--- src/hw/rtl/assert_macros.svh ---
// ----------------------------------------------------------------------------
// Assertion macros
// Concurrent assertion wrappers; they compile away when SYNTH is defined.
// ----------------------------------------------------------------------------
`ifndef ASSERT_MACROS_SVH
`define ASSERT_MACROS_SVH

`ifndef SYNTH
`define ASSERT_CLK(label, clk, rst, expr) \
  label: assert property (@(posedge clk) disable iff (rst) (expr)) \
    else $error("%m: check failed");
`define ASSERT_NEXT(label, clk, rst, ante, cons) \
  label: assert property (@(posedge clk) disable iff (rst) (ante) |=> (cons)) \
    else $error("%m: check failed");
`else
`define ASSERT_CLK(label, clk, rst, expr)
`define ASSERT_NEXT(label, clk, rst, ante, cons)
`endif

`endif

--- src/hw/rtl/cpe_pkg.sv ---
// ----------------------------------------------------------------------------
// cpe_pkg
// Types and constants shared by the curtain position estimator modules.
// ----------------------------------------------------------------------------
`timescale 1ns / 1ps

package cpe_pkg;

  localparam int POS_W    = 7;
  localparam int MS_W     = 16;
  localparam int TIME_W   = 32;
  localparam int IDX_IN_W = 3;
  localparam int FUNC_W   = 2;
  localparam int ARG_W    = 16;
  localparam int PROD_W   = 23;
  localparam int RECIP_W  = 24;
  localparam int MULP_W   = PROD_W + RECIP_W;
  localparam int RECIP_SHIFT = 30;
  localparam int DIV_CNT_W   = 5;

  localparam logic [POS_W-1:0]     FULL_SCALE        = 7'd100;
  localparam logic [RECIP_W-1:0]   RECIP_100         = 24'd10737419;
  localparam logic [MS_W-1:0]      FULL_TRAVEL_RESET = 16'd10000;
  localparam logic [DIV_CNT_W-1:0] DIV_STEPS         = 5'd23;

  localparam logic [FUNC_W-1:0] FUNC_QUERY = 2'd0;
  localparam logic [FUNC_W-1:0] FUNC_MOVE  = 2'd1;
  localparam logic [FUNC_W-1:0] FUNC_SET   = 2'd2;

  typedef enum logic [3:0] {
    ST_IDLE,
    ST_DECIDE,
    ST_MAG,
    ST_DUR,
    ST_CHECK,
    ST_DIV_START,
    ST_DIV_WAIT,
    ST_FIN_MUL,
    ST_FINISH,
    ST_RESULT
  } ctrl_state_t;

  typedef enum logic [2:0] {
    MUL_NONE,
    MUL_MAG_F,
    MUL_DUR,
    MUL_EL_MAG,
    MUL_DIST_F,
    MUL_REM
  } mul_sel_t;

  typedef struct packed {
    logic     capture;
    logic     setup;
    mul_sel_t mul;
    logic     check;
    logic     div_start;
    logic     finish;
    logic     out_load;
  } dp_cmd_t;

  typedef struct packed {
    logic idx_valid;
    logic func_set;
    logic flat;
    logic past_end;
    logic div_done;
    logic out_busy;
  } dp_status_t;

endpackage

--- src/hw/rtl/curtain_position_estimator.sv ---
// One item at a time: a transfer is taken only once the previous result is loaded
// into the output register. A bad index goes straight to the result, a held curtain
// or a set skips the estimate, and a curtain past its segment end skips the 23-step
// serial divider, which sets the long path. A finished result waits in the output
// register while the next item is taken. Reset: synchronous, active high; all
// segments go to position 0 at time 0, full_travel_ms to 10000, output channel empty.
// ----------------------------------------------------------------------------
// curtain_position_estimator
// Time-interpolated position estimate for a set of curtains.
// ----------------------------------------------------------------------------
`timescale 1ns / 1ps

module curtain_position_estimator #(
  parameter int CURTAINS = 4
) (
  input  logic        clk,
  input  logic        rst,
  input  logic        cfg_we,
  input  logic [15:0] cfg_data,       // full_travel_ms
  input  logic        s_axis_tvalid,
  output logic        s_axis_tready,
  input  logic [55:0] s_axis_tdata,   // curtain_index[2:0], position_arg[18:3], now_ms[50:19]
  input  logic [1:0]  s_axis_tuser,   // func[1:0]
  output logic        m_axis_tvalid,
  input  logic        m_axis_tready,
  output logic [31:0] m_axis_tdata,   // current_position[6:0], target_position[13:7],
                                      // remaining_ms[29:14]
  output logic        m_axis_tuser    // index_valid
);

  cpe_pkg::dp_cmd_t    cmd;
  cpe_pkg::dp_status_t status;

  cpe_ctrl u_ctrl (
    .clk      (clk),
    .rst      (rst),
    .in_valid (s_axis_tvalid),
    .in_ready (s_axis_tready),
    .status   (status),
    .cmd      (cmd)
  );

  cpe_datapath #(
    .CURTAINS (CURTAINS)
  ) u_datapath (
    .clk           (clk),
    .rst           (rst),
    .cmd           (cmd),
    .status        (status),
    .cfg_we        (cfg_we),
    .cfg_data      (cfg_data),
    .func          (s_axis_tuser),
    .curtain_index (s_axis_tdata[2:0]),
    .position_arg  (s_axis_tdata[18:3]),
    .now_ms        (s_axis_tdata[50:19]),
    .m_axis_tready (m_axis_tready),
    .m_axis_tvalid (m_axis_tvalid),
    .m_axis_tdata  (m_axis_tdata),
    .m_axis_tuser  (m_axis_tuser)
  );

endmodule

--- src/hw/rtl/cpe_div.sv ---
// ----------------------------------------------------------------------------
// cpe_div
// Restoring radix-2 divider, one quotient bit per cycle.
// ----------------------------------------------------------------------------
`timescale 1ns / 1ps
`include "assert_macros.svh"

module cpe_div (
  input  logic                       clk,
  input  logic                       rst,
  input  logic                       start,
  input  logic [cpe_pkg::PROD_W-1:0] dividend,
  input  logic [cpe_pkg::MS_W-1:0]   divisor,
  output logic                       busy,
  output logic                       done,
  output logic [cpe_pkg::POS_W-1:0]  quotient
);

  logic [cpe_pkg::DIV_CNT_W-1:0] cnt;
  logic [cpe_pkg::PROD_W-1:0]    quo;
  logic [cpe_pkg::MS_W-1:0]      rem;
  logic [cpe_pkg::MS_W-1:0]      dsr;
  logic [cpe_pkg::MS_W:0]        shifted;
  logic [cpe_pkg::MS_W:0]        sub;
  logic                          ge;

  always_comb begin
    shifted = {rem, quo[cpe_pkg::PROD_W-1]};
    ge      = shifted >= {1'b0, dsr};
    sub     = shifted - {1'b0, dsr};
  end

  always_ff @(posedge clk) begin
    if (rst) begin
      busy <= 1'b0;
      done <= 1'b0;
      cnt  <= '0;
    end else begin
      done <= 1'b0;
      if (start) begin
        busy <= 1'b1;
        cnt  <= cpe_pkg::DIV_STEPS;
      end else if (busy) begin
        cnt <= cnt - 1'b1;
        if (cnt == cpe_pkg::DIV_CNT_W'(1)) begin
          busy <= 1'b0;
          done <= 1'b1;
        end
      end
    end
  end

  always_ff @(posedge clk) begin
    if (start) begin
      rem <= '0;
      quo <= dividend;
      dsr <= divisor;
    end else if (busy) begin
      rem <= ge ? sub[cpe_pkg::MS_W-1:0] : shifted[cpe_pkg::MS_W-1:0];
      quo <= {quo[cpe_pkg::PROD_W-2:0], ge};
    end
  end

  // quotient is below the distance, so the low bits carry all of it
  assign quotient = quo[cpe_pkg::POS_W-1:0];

  `ASSERT_CLK(a_start_idle, clk, rst, !(start && busy))
  `ASSERT_NEXT(a_start_busy, clk, rst, start, busy && !done)

endmodule

--- src/hw/rtl/cpe_datapath.sv ---
// ----------------------------------------------------------------------------
// cpe_datapath
// Segment store, shared multiplier, divider and output register.
// ----------------------------------------------------------------------------
`timescale 1ns / 1ps
`include "assert_macros.svh"

module cpe_datapath #(
  parameter int CURTAINS = 4
) (
  input  logic                         clk,
  input  logic                         rst,
  input  cpe_pkg::dp_cmd_t             cmd,
  output cpe_pkg::dp_status_t          status,
  input  logic                         cfg_we,
  input  logic [cpe_pkg::MS_W-1:0]     cfg_data,
  input  logic [cpe_pkg::FUNC_W-1:0]   func,
  input  logic [cpe_pkg::IDX_IN_W-1:0] curtain_index,
  input  logic [cpe_pkg::ARG_W-1:0]    position_arg,
  input  logic [cpe_pkg::TIME_W-1:0]   now_ms,
  input  logic                         m_axis_tready,
  output logic                         m_axis_tvalid,
  output logic [31:0]                  m_axis_tdata,
  output logic                         m_axis_tuser
);

  localparam int IDX_W = (CURTAINS > 1) ? $clog2(CURTAINS) : 1;

  logic [cpe_pkg::POS_W-1:0]  seg_start  [CURTAINS];
  logic [cpe_pkg::POS_W-1:0]  seg_target [CURTAINS];
  logic [cpe_pkg::TIME_W-1:0] seg_time   [CURTAINS];
  logic [cpe_pkg::MS_W-1:0]   full_travel_ms;

  logic                         in_valid;
  logic [IDX_W-1:0]             rd_idx;
  logic [cpe_pkg::POS_W-1:0]    arg_clamp;

  logic                         idx_valid;
  logic                         func_move;
  logic                         func_set;
  logic [IDX_W-1:0]             idx;
  logic [cpe_pkg::TIME_W-1:0]   now;
  logic [cpe_pkg::POS_W-1:0]    s_pos;
  logic [cpe_pkg::POS_W-1:0]    t_pos;
  logic [cpe_pkg::TIME_W-1:0]   t_start;
  logic [cpe_pkg::POS_W-1:0]    tt;
  logic [cpe_pkg::POS_W-1:0]    pos;
  logic [cpe_pkg::POS_W-1:0]    mag;
  logic [cpe_pkg::TIME_W-1:0]   el;
  logic [cpe_pkg::PROD_W-1:0]   prod;
  logic [cpe_pkg::MS_W-1:0]     dur;
  logic [cpe_pkg::MS_W-1:0]     rem_ms;
  logic [cpe_pkg::POS_W-1:0]    cur;
  logic [cpe_pkg::POS_W-1:0]    gap;

  logic [cpe_pkg::PROD_W-1:0]   mul_a;
  logic [cpe_pkg::RECIP_W-1:0]  mul_b;
  logic [cpe_pkg::MULP_W-1:0]   mul_p;
  logic [cpe_pkg::MS_W-1:0]     recip_q;

  logic                         div_busy;
  logic                         div_done;
  logic [cpe_pkg::POS_W-1:0]    div_q;

  always_comb begin
    in_valid  = {1'b0, curtain_index} < (cpe_pkg::IDX_IN_W + 1)'(CURTAINS);
    rd_idx    = in_valid ? curtain_index[IDX_W-1:0] : '0;
    arg_clamp = (position_arg > cpe_pkg::ARG_W'(cpe_pkg::FULL_SCALE))
                ? cpe_pkg::FULL_SCALE : position_arg[cpe_pkg::POS_W-1:0];
    gap       = (tt > pos) ? (tt - pos) : (pos - tt);
  end

  always_comb begin
    mul_a = '0;
    mul_b = '0;
    case (cmd.mul)
      cpe_pkg::MUL_MAG_F: begin
        mul_a = cpe_pkg::PROD_W'(full_travel_ms);
        mul_b = cpe_pkg::RECIP_W'(mag);
      end
      cpe_pkg::MUL_DUR, cpe_pkg::MUL_REM: begin
        mul_a = prod;
        mul_b = cpe_pkg::RECIP_100;
      end
      cpe_pkg::MUL_EL_MAG: begin
        mul_a = cpe_pkg::PROD_W'(el[cpe_pkg::MS_W-1:0]);
        mul_b = cpe_pkg::RECIP_W'(mag);
      end
      cpe_pkg::MUL_DIST_F: begin
        mul_a = cpe_pkg::PROD_W'(full_travel_ms);
        mul_b = cpe_pkg::RECIP_W'(gap);
      end
      default: begin
        mul_a = '0;
        mul_b = '0;
      end
    endcase
    mul_p   = cpe_pkg::MULP_W'(mul_a) * cpe_pkg::MULP_W'(mul_b);
    recip_q = mul_p[cpe_pkg::RECIP_SHIFT +: cpe_pkg::MS_W];
  end

  cpe_div u_div (
    .clk      (clk),
    .rst      (rst),
    .start    (cmd.div_start),
    .dividend (prod),
    .divisor  (dur),
    .busy     (div_busy),
    .done     (div_done),
    .quotient (div_q)
  );

  // config register, segment store and output valid
  always_ff @(posedge clk) begin
    if (rst) begin
      full_travel_ms <= cpe_pkg::FULL_TRAVEL_RESET;
      m_axis_tvalid  <= 1'b0;
      for (int i = 0; i < CURTAINS; i++) begin
        seg_start[i]  <= '0;
        seg_target[i] <= '0;
        seg_time[i]   <= '0;
      end
    end else begin
      if (cfg_we) begin
        full_travel_ms <= cfg_data;
      end
      if (cmd.out_load) begin
        m_axis_tvalid <= 1'b1;
      end else if (m_axis_tready) begin
        m_axis_tvalid <= 1'b0;
      end
      if (cmd.finish && idx_valid && (func_move || func_set)) begin
        seg_start[idx]  <= pos;
        seg_target[idx] <= tt;
        seg_time[idx]   <= now;
      end
    end
  end

  always_ff @(posedge clk) begin
    if (cmd.capture) begin
      idx_valid <= in_valid;
      func_move <= (func == cpe_pkg::FUNC_MOVE);
      func_set  <= (func == cpe_pkg::FUNC_SET);
      idx       <= rd_idx;
      now       <= now_ms;
      s_pos     <= seg_start[rd_idx];
      t_pos     <= seg_target[rd_idx];
      t_start   <= seg_time[rd_idx];
      tt        <= (func == cpe_pkg::FUNC_MOVE || func == cpe_pkg::FUNC_SET)
                   ? arg_clamp : seg_target[rd_idx];
      pos       <= (func == cpe_pkg::FUNC_SET) ? arg_clamp : seg_target[rd_idx];
    end
    if (cmd.setup) begin
      mag <= (t_pos > s_pos) ? (t_pos - s_pos) : (s_pos - t_pos);
      el  <= now - t_start;
    end
    case (cmd.mul)
      cpe_pkg::MUL_MAG_F, cpe_pkg::MUL_EL_MAG, cpe_pkg::MUL_DIST_F: begin
        prod <= mul_p[cpe_pkg::PROD_W-1:0];
      end
      cpe_pkg::MUL_DUR: begin
        dur <= recip_q;
      end
      cpe_pkg::MUL_REM: begin
        rem_ms <= recip_q;
      end
      default: begin
      end
    endcase
    if (cmd.check && status.past_end) begin
      pos <= t_pos;
    end
    if (div_done) begin
      pos <= (s_pos > t_pos) ? (s_pos - div_q) : (s_pos + div_q);
    end
    if (cmd.finish) begin
      // a move too short to take a whole millisecond lands at once
      cur <= (func_move && (prod < cpe_pkg::PROD_W'(cpe_pkg::FULL_SCALE))) ? tt : pos;
    end
    if (cmd.out_load) begin
      m_axis_tdata <= idx_valid ? {2'b00, rem_ms, tt, cur} : '0;
      m_axis_tuser <= idx_valid;
    end
  end

  always_comb begin
    status.idx_valid = idx_valid;
    status.func_set  = func_set;
    status.flat      = (s_pos == t_pos);
    status.past_end  = el >= cpe_pkg::TIME_W'(dur);
    status.div_done  = div_done;
    status.out_busy  = m_axis_tvalid && !m_axis_tready;
  end

  `ASSERT_CLK(a_div_nonzero, clk, rst, !cmd.div_start || (dur != '0))
  `ASSERT_CLK(a_div_quiet, clk, rst, !(div_busy && cmd.finish))
  `ASSERT_CLK(a_out_range, clk, rst,
    !m_axis_tvalid || (m_axis_tdata[6:0] <= 7'd100 && m_axis_tdata[13:7] <= 7'd100))

endmodule

--- src/hw/rtl/cpe_ctrl.sv ---
// ----------------------------------------------------------------------------
// cpe_ctrl
// Sequencer for one item: estimate, update segment, compute result.
// ----------------------------------------------------------------------------
`timescale 1ns / 1ps

module cpe_ctrl (
  input  logic                clk,
  input  logic                rst,
  input  logic                in_valid,
  output logic                in_ready,
  input  cpe_pkg::dp_status_t status,
  output cpe_pkg::dp_cmd_t    cmd
);

  cpe_pkg::ctrl_state_t state;
  cpe_pkg::ctrl_state_t state_next;

  always_ff @(posedge clk) begin
    if (rst) begin
      state <= cpe_pkg::ST_IDLE;
    end else begin
      state <= state_next;
    end
  end

  always_comb begin
    state_next = state;
    case (state)
      cpe_pkg::ST_IDLE: begin
        if (in_valid) state_next = cpe_pkg::ST_DECIDE;
      end
      cpe_pkg::ST_DECIDE: begin
        if (!status.idx_valid) begin
          state_next = cpe_pkg::ST_RESULT;
        end else if (status.func_set || status.flat) begin
          state_next = cpe_pkg::ST_FIN_MUL;
        end else begin
          state_next = cpe_pkg::ST_MAG;
        end
      end
      cpe_pkg::ST_MAG:       state_next = cpe_pkg::ST_DUR;
      cpe_pkg::ST_DUR:       state_next = cpe_pkg::ST_CHECK;
      cpe_pkg::ST_CHECK: begin
        state_next = status.past_end ? cpe_pkg::ST_FIN_MUL : cpe_pkg::ST_DIV_START;
      end
      cpe_pkg::ST_DIV_START: state_next = cpe_pkg::ST_DIV_WAIT;
      cpe_pkg::ST_DIV_WAIT: begin
        if (status.div_done) state_next = cpe_pkg::ST_FIN_MUL;
      end
      cpe_pkg::ST_FIN_MUL:   state_next = cpe_pkg::ST_FINISH;
      cpe_pkg::ST_FINISH:    state_next = cpe_pkg::ST_RESULT;
      cpe_pkg::ST_RESULT: begin
        if (!status.out_busy) state_next = cpe_pkg::ST_IDLE;
      end
      default:               state_next = cpe_pkg::ST_IDLE;
    endcase
  end

  always_comb begin
    in_ready      = 1'b0;
    cmd.capture   = 1'b0;
    cmd.setup     = 1'b0;
    cmd.mul       = cpe_pkg::MUL_NONE;
    cmd.check     = 1'b0;
    cmd.div_start = 1'b0;
    cmd.finish    = 1'b0;
    cmd.out_load  = 1'b0;
    case (state)
      cpe_pkg::ST_IDLE: begin
        in_ready    = 1'b1;
        cmd.capture = in_valid;
      end
      cpe_pkg::ST_DECIDE:    cmd.setup = 1'b1;
      cpe_pkg::ST_MAG:       cmd.mul = cpe_pkg::MUL_MAG_F;
      cpe_pkg::ST_DUR:       cmd.mul = cpe_pkg::MUL_DUR;
      cpe_pkg::ST_CHECK: begin
        cmd.mul   = cpe_pkg::MUL_EL_MAG;
        cmd.check = 1'b1;
      end
      cpe_pkg::ST_DIV_START: cmd.div_start = 1'b1;
      cpe_pkg::ST_FIN_MUL:   cmd.mul = cpe_pkg::MUL_DIST_F;
      cpe_pkg::ST_FINISH: begin
        cmd.mul    = cpe_pkg::MUL_REM;
        cmd.finish = 1'b1;
      end
      cpe_pkg::ST_RESULT:    cmd.out_load = !status.out_busy;
      default: begin
      end
    endcase
  end

endmodule
--- config.mk ---
export PLATFORM = sky130hd
export DESIGN_NAME = curtain_position_estimator
export DESIGN_NICKNAME = d
export VERILOG_FILES = /design/src/hw/rtl/cpe_pkg.sv /design/src/hw/rtl/curtain_position_estimator.sv /design/src/hw/rtl/cpe_div.sv /design/src/hw/rtl/cpe_datapath.sv /design/src/hw/rtl/cpe_ctrl.sv
export VERILOG_INCLUDE_DIRS = /design/src /design/src/hw/rtl
export SDC_FILE = /design/constraint.sdc
export NUM_CORES = 2
export LEC_CHECK = 0
export BUFFER_PORTS_ARGS = -buffer_cell sky130_fd_sc_hd__buf_2
export CAP_MARGIN = 20
export CORE_MARGIN = 8
export CORE_UTILIZATION = 50
export CTS_CLUSTER_DIAMETER = 100
export DETAILED_ROUTE_END_ITERATION = 8
export HOLD_SLACK_MARGIN = 0.05
export PLACE_DENSITY = 0.66
export SLEW_MARGIN = 20
export SYNTH_ARGS = -nofsm -noshare
export SYNTH_HDL_FRONTEND = slang
export SYNTH_HIERARCHICAL = 1
export SYNTH_SLANG_ARGS = --single-unit
--- constraint.sdc ---
create_clock -name clk -period 9.1 [get_ports clk]
set_input_delay 0.455 -clock clk [delete_from_list [all_inputs] [get_ports clk]]
set_output_delay 0.455 -clock clk [all_outputs]
set_load 0.05 [all_outputs]
# Word level (Yosys, flattened, before mapping)
# Memories as Yosys holds them, arrays and structs flattened. A register that Yosys moved wholly into a read port is not among the register bits.
# Index checks and enable logic that the tools add are counted.
[op_classes]
addsub = 9
n_mul = 1
magnitude_cmp = 8
n_eq_ne = 21
n_mux = 53
bitwise = 1
reduce_logical = 24
[op_table]
columns = ["operator", "n"]
rows = [
  ["$mux 7", 12],
  ["$pmux 24 s3", 1],
  ["$pmux 23 s3", 1],
  ["$mul 23x24->46", 1],
  ["$mux 23", 2],
  ["$pmux 4 s10", 1],
  ["$sub 7x7->7", 5],
  ["$ge 32x16->1", 1],
  ["$mux 32", 1],
  ["$reduce_or 32->1", 1],
  ["$sub 32x32->32", 1],
  ["$lt 23x7->1 const B", 1],
  ["$gt 7x7->1", 3],
  ["$mux 1", 21],
  ["$ge 17x16->1", 1],
  ["$eq 4x3->1 const B", 4],
  ["$gt 16x7->1 const B", 1],
  ["$mux 16", 1],
  ["$mux 4", 4],
  ["$sub 16x16->16", 1],
  ["$pmux 3 s5", 1],
  ["$reduce_or 7->1", 2],
  ["$mux 2", 5],
  ["$mux 5", 2],
  ["26 further kinds", 43],
]
[totals]
ff_bits = 275
ramBits = 184
input_bits = 79
out_inout_bits = 35
memories = 3
[mem_list]
columns = ["memory", "words", "word_bits", "rd", "rd_ports_with_merged_regs", "wr", "line", "text"]
rows = [
  ["u_datapath.seg_time", 4, 32, 1, 1, 4, "cpe_datapath.sv:31", "logic [cpe_pkg::TIME_W-1:0] seg_time [CURTAINS];"],
  ["u_datapath.seg_start", 4, 7, 1, 1, 4, "cpe_datapath.sv:29", "logic [cpe_pkg::POS_W-1:0] seg_start [CURTAINS];"],
  ["u_datapath.seg_target", 4, 7, 1, 0, 4, "cpe_datapath.sv:30", "logic [cpe_pkg::POS_W-1:0] seg_target [CURTAINS];"],
]

# Depth between registers and ports, before layout
[depth]
word_depth = 9
mapped_depth = 36
depth_no_buf = 35

# Modules after synthesis
# The synthesis kept the hierarchy.
[modules_own_cells]
columns = ["module", "instances", "cells_per_inst", "area_each_um2", "seq_area_each_um2"]
rows = [
  ["cpe_datapath", 1, 3082, 33319.5, 12742.2],
  ["cpe_div", 1, 311, 3369.5, 1631.6],
  ["cpe_ctrl", 1, 53, 402.9, 80.1],
]

# Worst setup path after synthesis
# OpenSTA, ideal clock, no wires.
[synth_path]
kind = "register to register"
startpoint = "reg u_ctrl.state[2]"
endpoint = "reg u_datapath/dur[13] (netlist name) (data pin)"
setup_time_ns = 0.265
t_arrival_ns = 8.118
required_time_ns = 8.835
path_slack_ns = 0.717
stages_incl_launch_ff = 32
path_buffers = 2
cell_sequence = "dfxtp_1 > buf_6 > nand2b_4 > nor3_1 > o21bai_1 > nand2_1 > o22ai_1 > clkbuf_1 > and2_1 > fa_1 > fa_1 > inv_1 > fa_1 > inv_1 > fa_1 > inv_1 > fa_1 > inv_1 > fa_1 > inv_1 > fa_1 > inv_1 > ha_1 > nand2_1 > o21ai_0 > a211o_1 > a31o_1 > a41oi_2 > o221a_2 > o21a_1 > o21ai_1 > xor2_1"
[synth_lines]
columns = ["item", "line", "text"]
rows = [
  ["start: declaration", "cpe_ctrl.sv:16", "cpe_pkg::ctrl_state_t state;"],
  ["start signal: assignment", "cpe_ctrl.sv:21", "state <= cpe_pkg::ST_IDLE;"],
  ["start signal: assignment", "cpe_ctrl.sv:23", "state <= state_next;"],
  ["end signal: assignment", "cpe_datapath.sv:163", "dur <= recip_q;"],
  ["end: declaration", "cpe_datapath.sv:51", "logic [cpe_pkg::MS_W-1:0] dur;"],
]

# Worst setup path in the final report
[layout_path]
startpoint = "reg u_datapath/tt[4] (netlist name)"
endpoint = "reg u_datapath/rem_ms[13] (netlist name) (data pin)"
[layout_via]
elab_chain_cells = 4
word_cells_on_any_way = 6
[layout_lines]
columns = ["item", "line", "text"]
rows = [
  ["start: declaration", "cpe_datapath.sv:46", "logic [cpe_pkg::POS_W-1:0] tt;"],
  ["start signal: assignment", "cpe_datapath.sv:150", "tt <= (func == cpe_pkg::FUNC_MOVE || func == cpe_pkg::FUNC_SET)"],
  ["$sub 7x7->7 / $gt 7x7->1 (equally long branches)", "cpe_datapath.sv:70", "gap = (tt > pos) ? (tt - pos) : (pos - tt);"],
  ["$mux 7 *", "cpe_datapath.sv:70", ""],
  ["$pmux 24 s3 *", "cpe_datapath.sv:76", "case (cmd.mul)"],
  ["$mul 23x24->46 *", "cpe_datapath.sv:98", "mul_p = cpe_pkg::MULP_W'(mul_a) * cpe_pkg::MULP_W'(mul_b);"],
  ["named net u_datapath.mul_p, one bit", "cpe_datapath.sv:58", "logic [cpe_pkg::MULP_W-1:0] mul_p;"],
  ["end signal: assignment", "cpe_datapath.sv:166", "rem_ms <= recip_q;"],
  ["end: declaration", "cpe_datapath.sv:52", "logic [cpe_pkg::MS_W-1:0] rem_ms;"],
]
# The timed path passes the listed nets; every way through them passes the cells marked *.
# A chain may end at the register's enable or synchronous reset.

==> impl_results.md <==
* Result of the run: completed
* Max Cap Viol at 0
* Final critical-path share of the clock period at 97.44%
* Post-layout instance area at 0.04145 sq mm
* Hold slack at 0.1054 ns
* DRC errors left at 0
* Cell count after synthesis at 3446
* Per-instance average area after synthesis at 10.76 sq um
* Cell area after technology mapping at 0.03709 sq mm
* Final critical path time including I/O delays and setup at 8.867 ns
* Origin of the critical flop-to-flop path: u_datapath/tt[4]
* Maximum clock insertion buffer count at 3
* Effective utilization at floorplan at 50.16%
* Most frequent cell on the critical path: sky130_fd_sc_hd__fa_1
* Count of endpoints failing hold in the final timing report at 0
* Number of antenna cells inserted at 0
* Row cnt at 100
* # port buffers at 106
* DR vias/cell at 5.445
* Die X-Extent at 288.4 um
* Worst Hold End: u_datapath/full_travel_ms[5]
* CTS tree: yes
* Maximum number of pins on one net before global-route repair at 64
* Setup TNS Final at 0 ns
* Critical path's slowest cell: sky130_fd_sc_hd__fa_1
* Layout net count at 4342
* Initial antenna violation count at 0
* Final weighted congestion in routability-driven placement at 0.9420
* Total setup violations reported at the end of the flow at 0
* Floorplan Core Area at 0.07395 sq mm
* Seq/Total Area, Yosys at 38.97%
* Most instantiated flip-flop cell in the synthesis netlist: sky130_fd_sc_hd__edfxtp_1
* Maximum fanout along the worst path at 5
* Layout cells sized above 1 at 10.22%
* Post-detailed-placement cell area at 0.03907 sq mm
* Number of distinct standard cells referenced by the synthesized netlist at 86
* Logic depth of the worst register-to-register path at 30
* Worst min path class: input port to flop
* Via count of the first global-routing pass at 25240
* Required time worst endpoint at 9.44 ns
* Sort of element at the end of the critical path: flop
* Hold Path Origin: cfg_data[5]
* YS warnings at 6
* Endpoint of the most critical register-to-register path: u_datapath/rem_ms[13]
* Total detailed-routing wirelength at 91810 um
* Routed length per placed instance at 19.79 um
* Worst Clk Skew at 0.03427 ns
* Seq cells post-synth at 496
* Final Slew Violations at 0
* CTS clock-pin slew for the worst setup and hold paths at 0.06 ns
* H-tree lvl count at 2
* Number of placed cells counting well taps at 4504
* Relative slew slack at 22.52%
* Detailed-route via count at 25270
* Count of pins on the block boundary at 114
* Max stage delay on crit path at 0.57 ns
* Tightest Pin Transition at 1.152 ns
* Register-to-register setup slack at 0.23 ns
* Floorplan die height at 288.4 um
* Die Outline Area at 0.08315 sq mm
* Overflow left after global routing at 0
* Critical path type: flop to flop
* Maximum operating frequency at 112.8 MHz
* Most common cell after layout, fill and taps aside: sky130_fd_sc_hd__inv_1
* Critical Path Start Type: flop
* Final standard cell count with taps included and fillers excluded at 4640
* Leading cell types in the layout, fill and taps excluded: sky130_fd_sc_hd__inv_1 (584), sky130_fd_sc_hd__edfxtp_1 (452), sky130_fd_sc_hd__ha_1 (338), sky130_fd_sc_hd__fa_1 (291), sky130_fd_sc_hd__nand2_1 (251)
* Number of buffers created by CTS at 54
* Global-route wire length before repair at 143200 um
* DP Wirelength at 69720 um
* Proportion of register bits with asynchronous set or reset after synthesis at 0%
* Worst-Skew Late Latency at 0.61 ns
* Overall Global Routing Usage at 22.09%
* DRC violation total after the first TritonRoute iteration at 1839
* Total clock sinks at 496
* Buffer cell driving the clock tree root: sky130_fd_sc_hd__clkbuf_16
* Number of enable flip-flop cells after synthesis at 452
* TritonRoute pass-1 iters at 5
* Area growth syn-to-layout at 11.75%
* Depth of the worst hold-timing path at 3
* WP data arrival at 9.20 ns
* Antenna-violating nets left at 0
[how the worst max path moves through the flow]
stage                     startpoint                    end  slack, ns  depth (start not counted)
finish              u_datapath/tt[4]  u_datapath/rem_ms[13]       0.23                         30
global route        u_datapath/tt[4]  u_datapath/rem_ms[14]      -0.03                         33
CTS                 u_datapath/tt[4]   u_datapath/rem_ms[5]       0.03                         29
detailed placement  u_datapath/tt[3]  u_datapath/rem_ms[14]      0.007                         31
global placement    u_datapath/tt[4]  u_datapath/rem_ms[14]       0.04                         32
floorplan            u_ctrl/state[2]     u_datapath/dur[13]       0.72                         31
[sequential cells by signal (all words and copies together) (netlist names), 16 cells and up]
signal                     cells
u_datapath/m_axis_tdata       30
u_datapath/seg_time          128
u_datapath/u_div/rem          16
u_datapath/dur                16
u_datapath/full_travel_ms     16
u_datapath/el                 32
u_datapath/u_div/quo          23
u_datapath/seg_target         28
u_datapath/seg_start          28
u_datapath/rem_ms             16
u_datapath/u_div/dsr          16
u_datapath/prod               23
u_datapath/now                32
u_datapath/t_start            32
[routing by layer]
metal	global-route usage (%)	vias up	routed length, um
met5	0	-	0
met4	6.369	0	2727
met3	3.193	159	5432
met2	36.94	745	43640
met1	29.88	12410	40000
li1	-	11960	-
[cell families (layout without fill, tap and decap cells)]
family	after synthesis	in the layout	share of synthesized area [%]
AND/OR/NAND/NOR	889	889	11.85
buffers and inverters	709	906	7.485
adder cells (fa/ha/maj)	632	632	27.23
AO/OA/AOI/OAI	531	531	9.634
flip-flops	496	496	38.97
XOR/XNOR	99	99	2.338
multiplexers	88	88	2.473
other	2	30	0.02025
[worst max-delay path: cells and delay by family (launching register included)]
kind	cells	cell delay, ns
flops	1	0.35
mux	2	0.55
fa+ha+maj	9	4.15
buf+inv	6	0.64
xor+xnor	1	0.19
compound gates	10	2.31
simple gates	2	0.43
[cell usage after synthesis, types with 5 or more instances]
cell / n / area share [%]
sky130_fd_sc_hd__inv_1: 586 / 5.9
sky130_fd_sc_hd__edfxtp_1: 452 / 37
sky130_fd_sc_hd__ha_1: 340 / 11
sky130_fd_sc_hd__fa_1: 292 / 16
sky130_fd_sc_hd__nand2_1: 256 / 2.6
sky130_fd_sc_hd__nor2_1: 192 / 1.9
sky130_fd_sc_hd__and2_1: 190 / 3.2
sky130_fd_sc_hd__a21oi_1: 104 / 1.4
sky130_fd_sc_hd__o21ai_0: 92 / 1.2
sky130_fd_sc_hd__clkbuf_1: 87 / 0.88
sky130_fd_sc_hd__nor2b_1: 75 / 1.3
sky130_fd_sc_hd__xnor2_1: 65 / 1.5
sky130_fd_sc_hd__a21o_1: 62 / 1.3
sky130_fd_sc_hd__mux2i_1: 59 / 1.6
sky130_fd_sc_hd__a211oi_1: 56 / 1.1
sky130_fd_sc_hd__a31oi_1: 56 / 0.94
sky130_fd_sc_hd__dfxtp_1: 44 / 2.4
sky130_fd_sc_hd__nor3_1: 39 / 0.53
sky130_fd_sc_hd__xor2_1: 34 / 0.80
sky130_fd_sc_hd__nand3_1: 30 / 0.40
sky130_fd_sc_hd__mux2_2: 29 / 0.88
sky130_fd_sc_hd__nor4_1: 28 / 0.47
sky130_fd_sc_hd__a22oi_1: 18 / 0.36
sky130_fd_sc_hd__and3_1: 16 / 0.27
sky130_fd_sc_hd__o22ai_1: 16 / 0.27
sky130_fd_sc_hd__buf_4: 15 / 0.30
sky130_fd_sc_hd__nand2b_1: 15 / 0.25
sky130_fd_sc_hd__nand4_1: 15 / 0.25
sky130_fd_sc_hd__o21bai_1: 15 / 0.30
sky130_fd_sc_hd__buf_1: 13 / 0.13
sky130_fd_sc_hd__a211o_1: 11 / 0.26
sky130_fd_sc_hd__o21a_1: 11 / 0.22
sky130_fd_sc_hd__o22a_1: 11 / 0.26
sky130_fd_sc_hd__or2_2: 10 / 0.17
sky130_fd_sc_hd__o31ai_1: 8 / 0.16
sky130_fd_sc_hd__a21boi_0: 6 / 0.12
sky130_fd_sc_hd__o211ai_1: 6 / 0.12
sky130_fd_sc_hd__or3_1: 5 / 0.084
[stage by stage]
step	util [%]	worst slack, ns
final	56.05	0.2332
after global routing	56.05	-0.02627
after detailed placement	52.84	0.006808
after CTS	55.81	0.02680
after global placement	52.83	0.03983
after floorplan	-	0.7165
[cell type report]
| cell class | count | area (sq um) |
|---|---|---|
| Timing Repair Buffer | 224 | 1531 |
| Tap cell | 969 | 1212 |
| Multi-Input combinational cell | 2269 | 20210 |
| Inverter | 586 | 2203 |
| Fill cell | 6348 | 32500 |
| Sequential cell | 496 | 14460 |
| Clock inverter | 32 | 445.4 |
| Clock buffer | 64 | 1389 |
[what timing repair did]
item	CTS	global route
hold buffers	36	0
pin swaps	0	6
buffers inserted	0	4
endpoints found under the setup margin	2	32
resized for setup	2	39
hold endpoints to repair	36	0
Power is left out: the tool's default activity adds up to more than one toggle a clock period on the data nets, which glitch-free logic cannot reach.
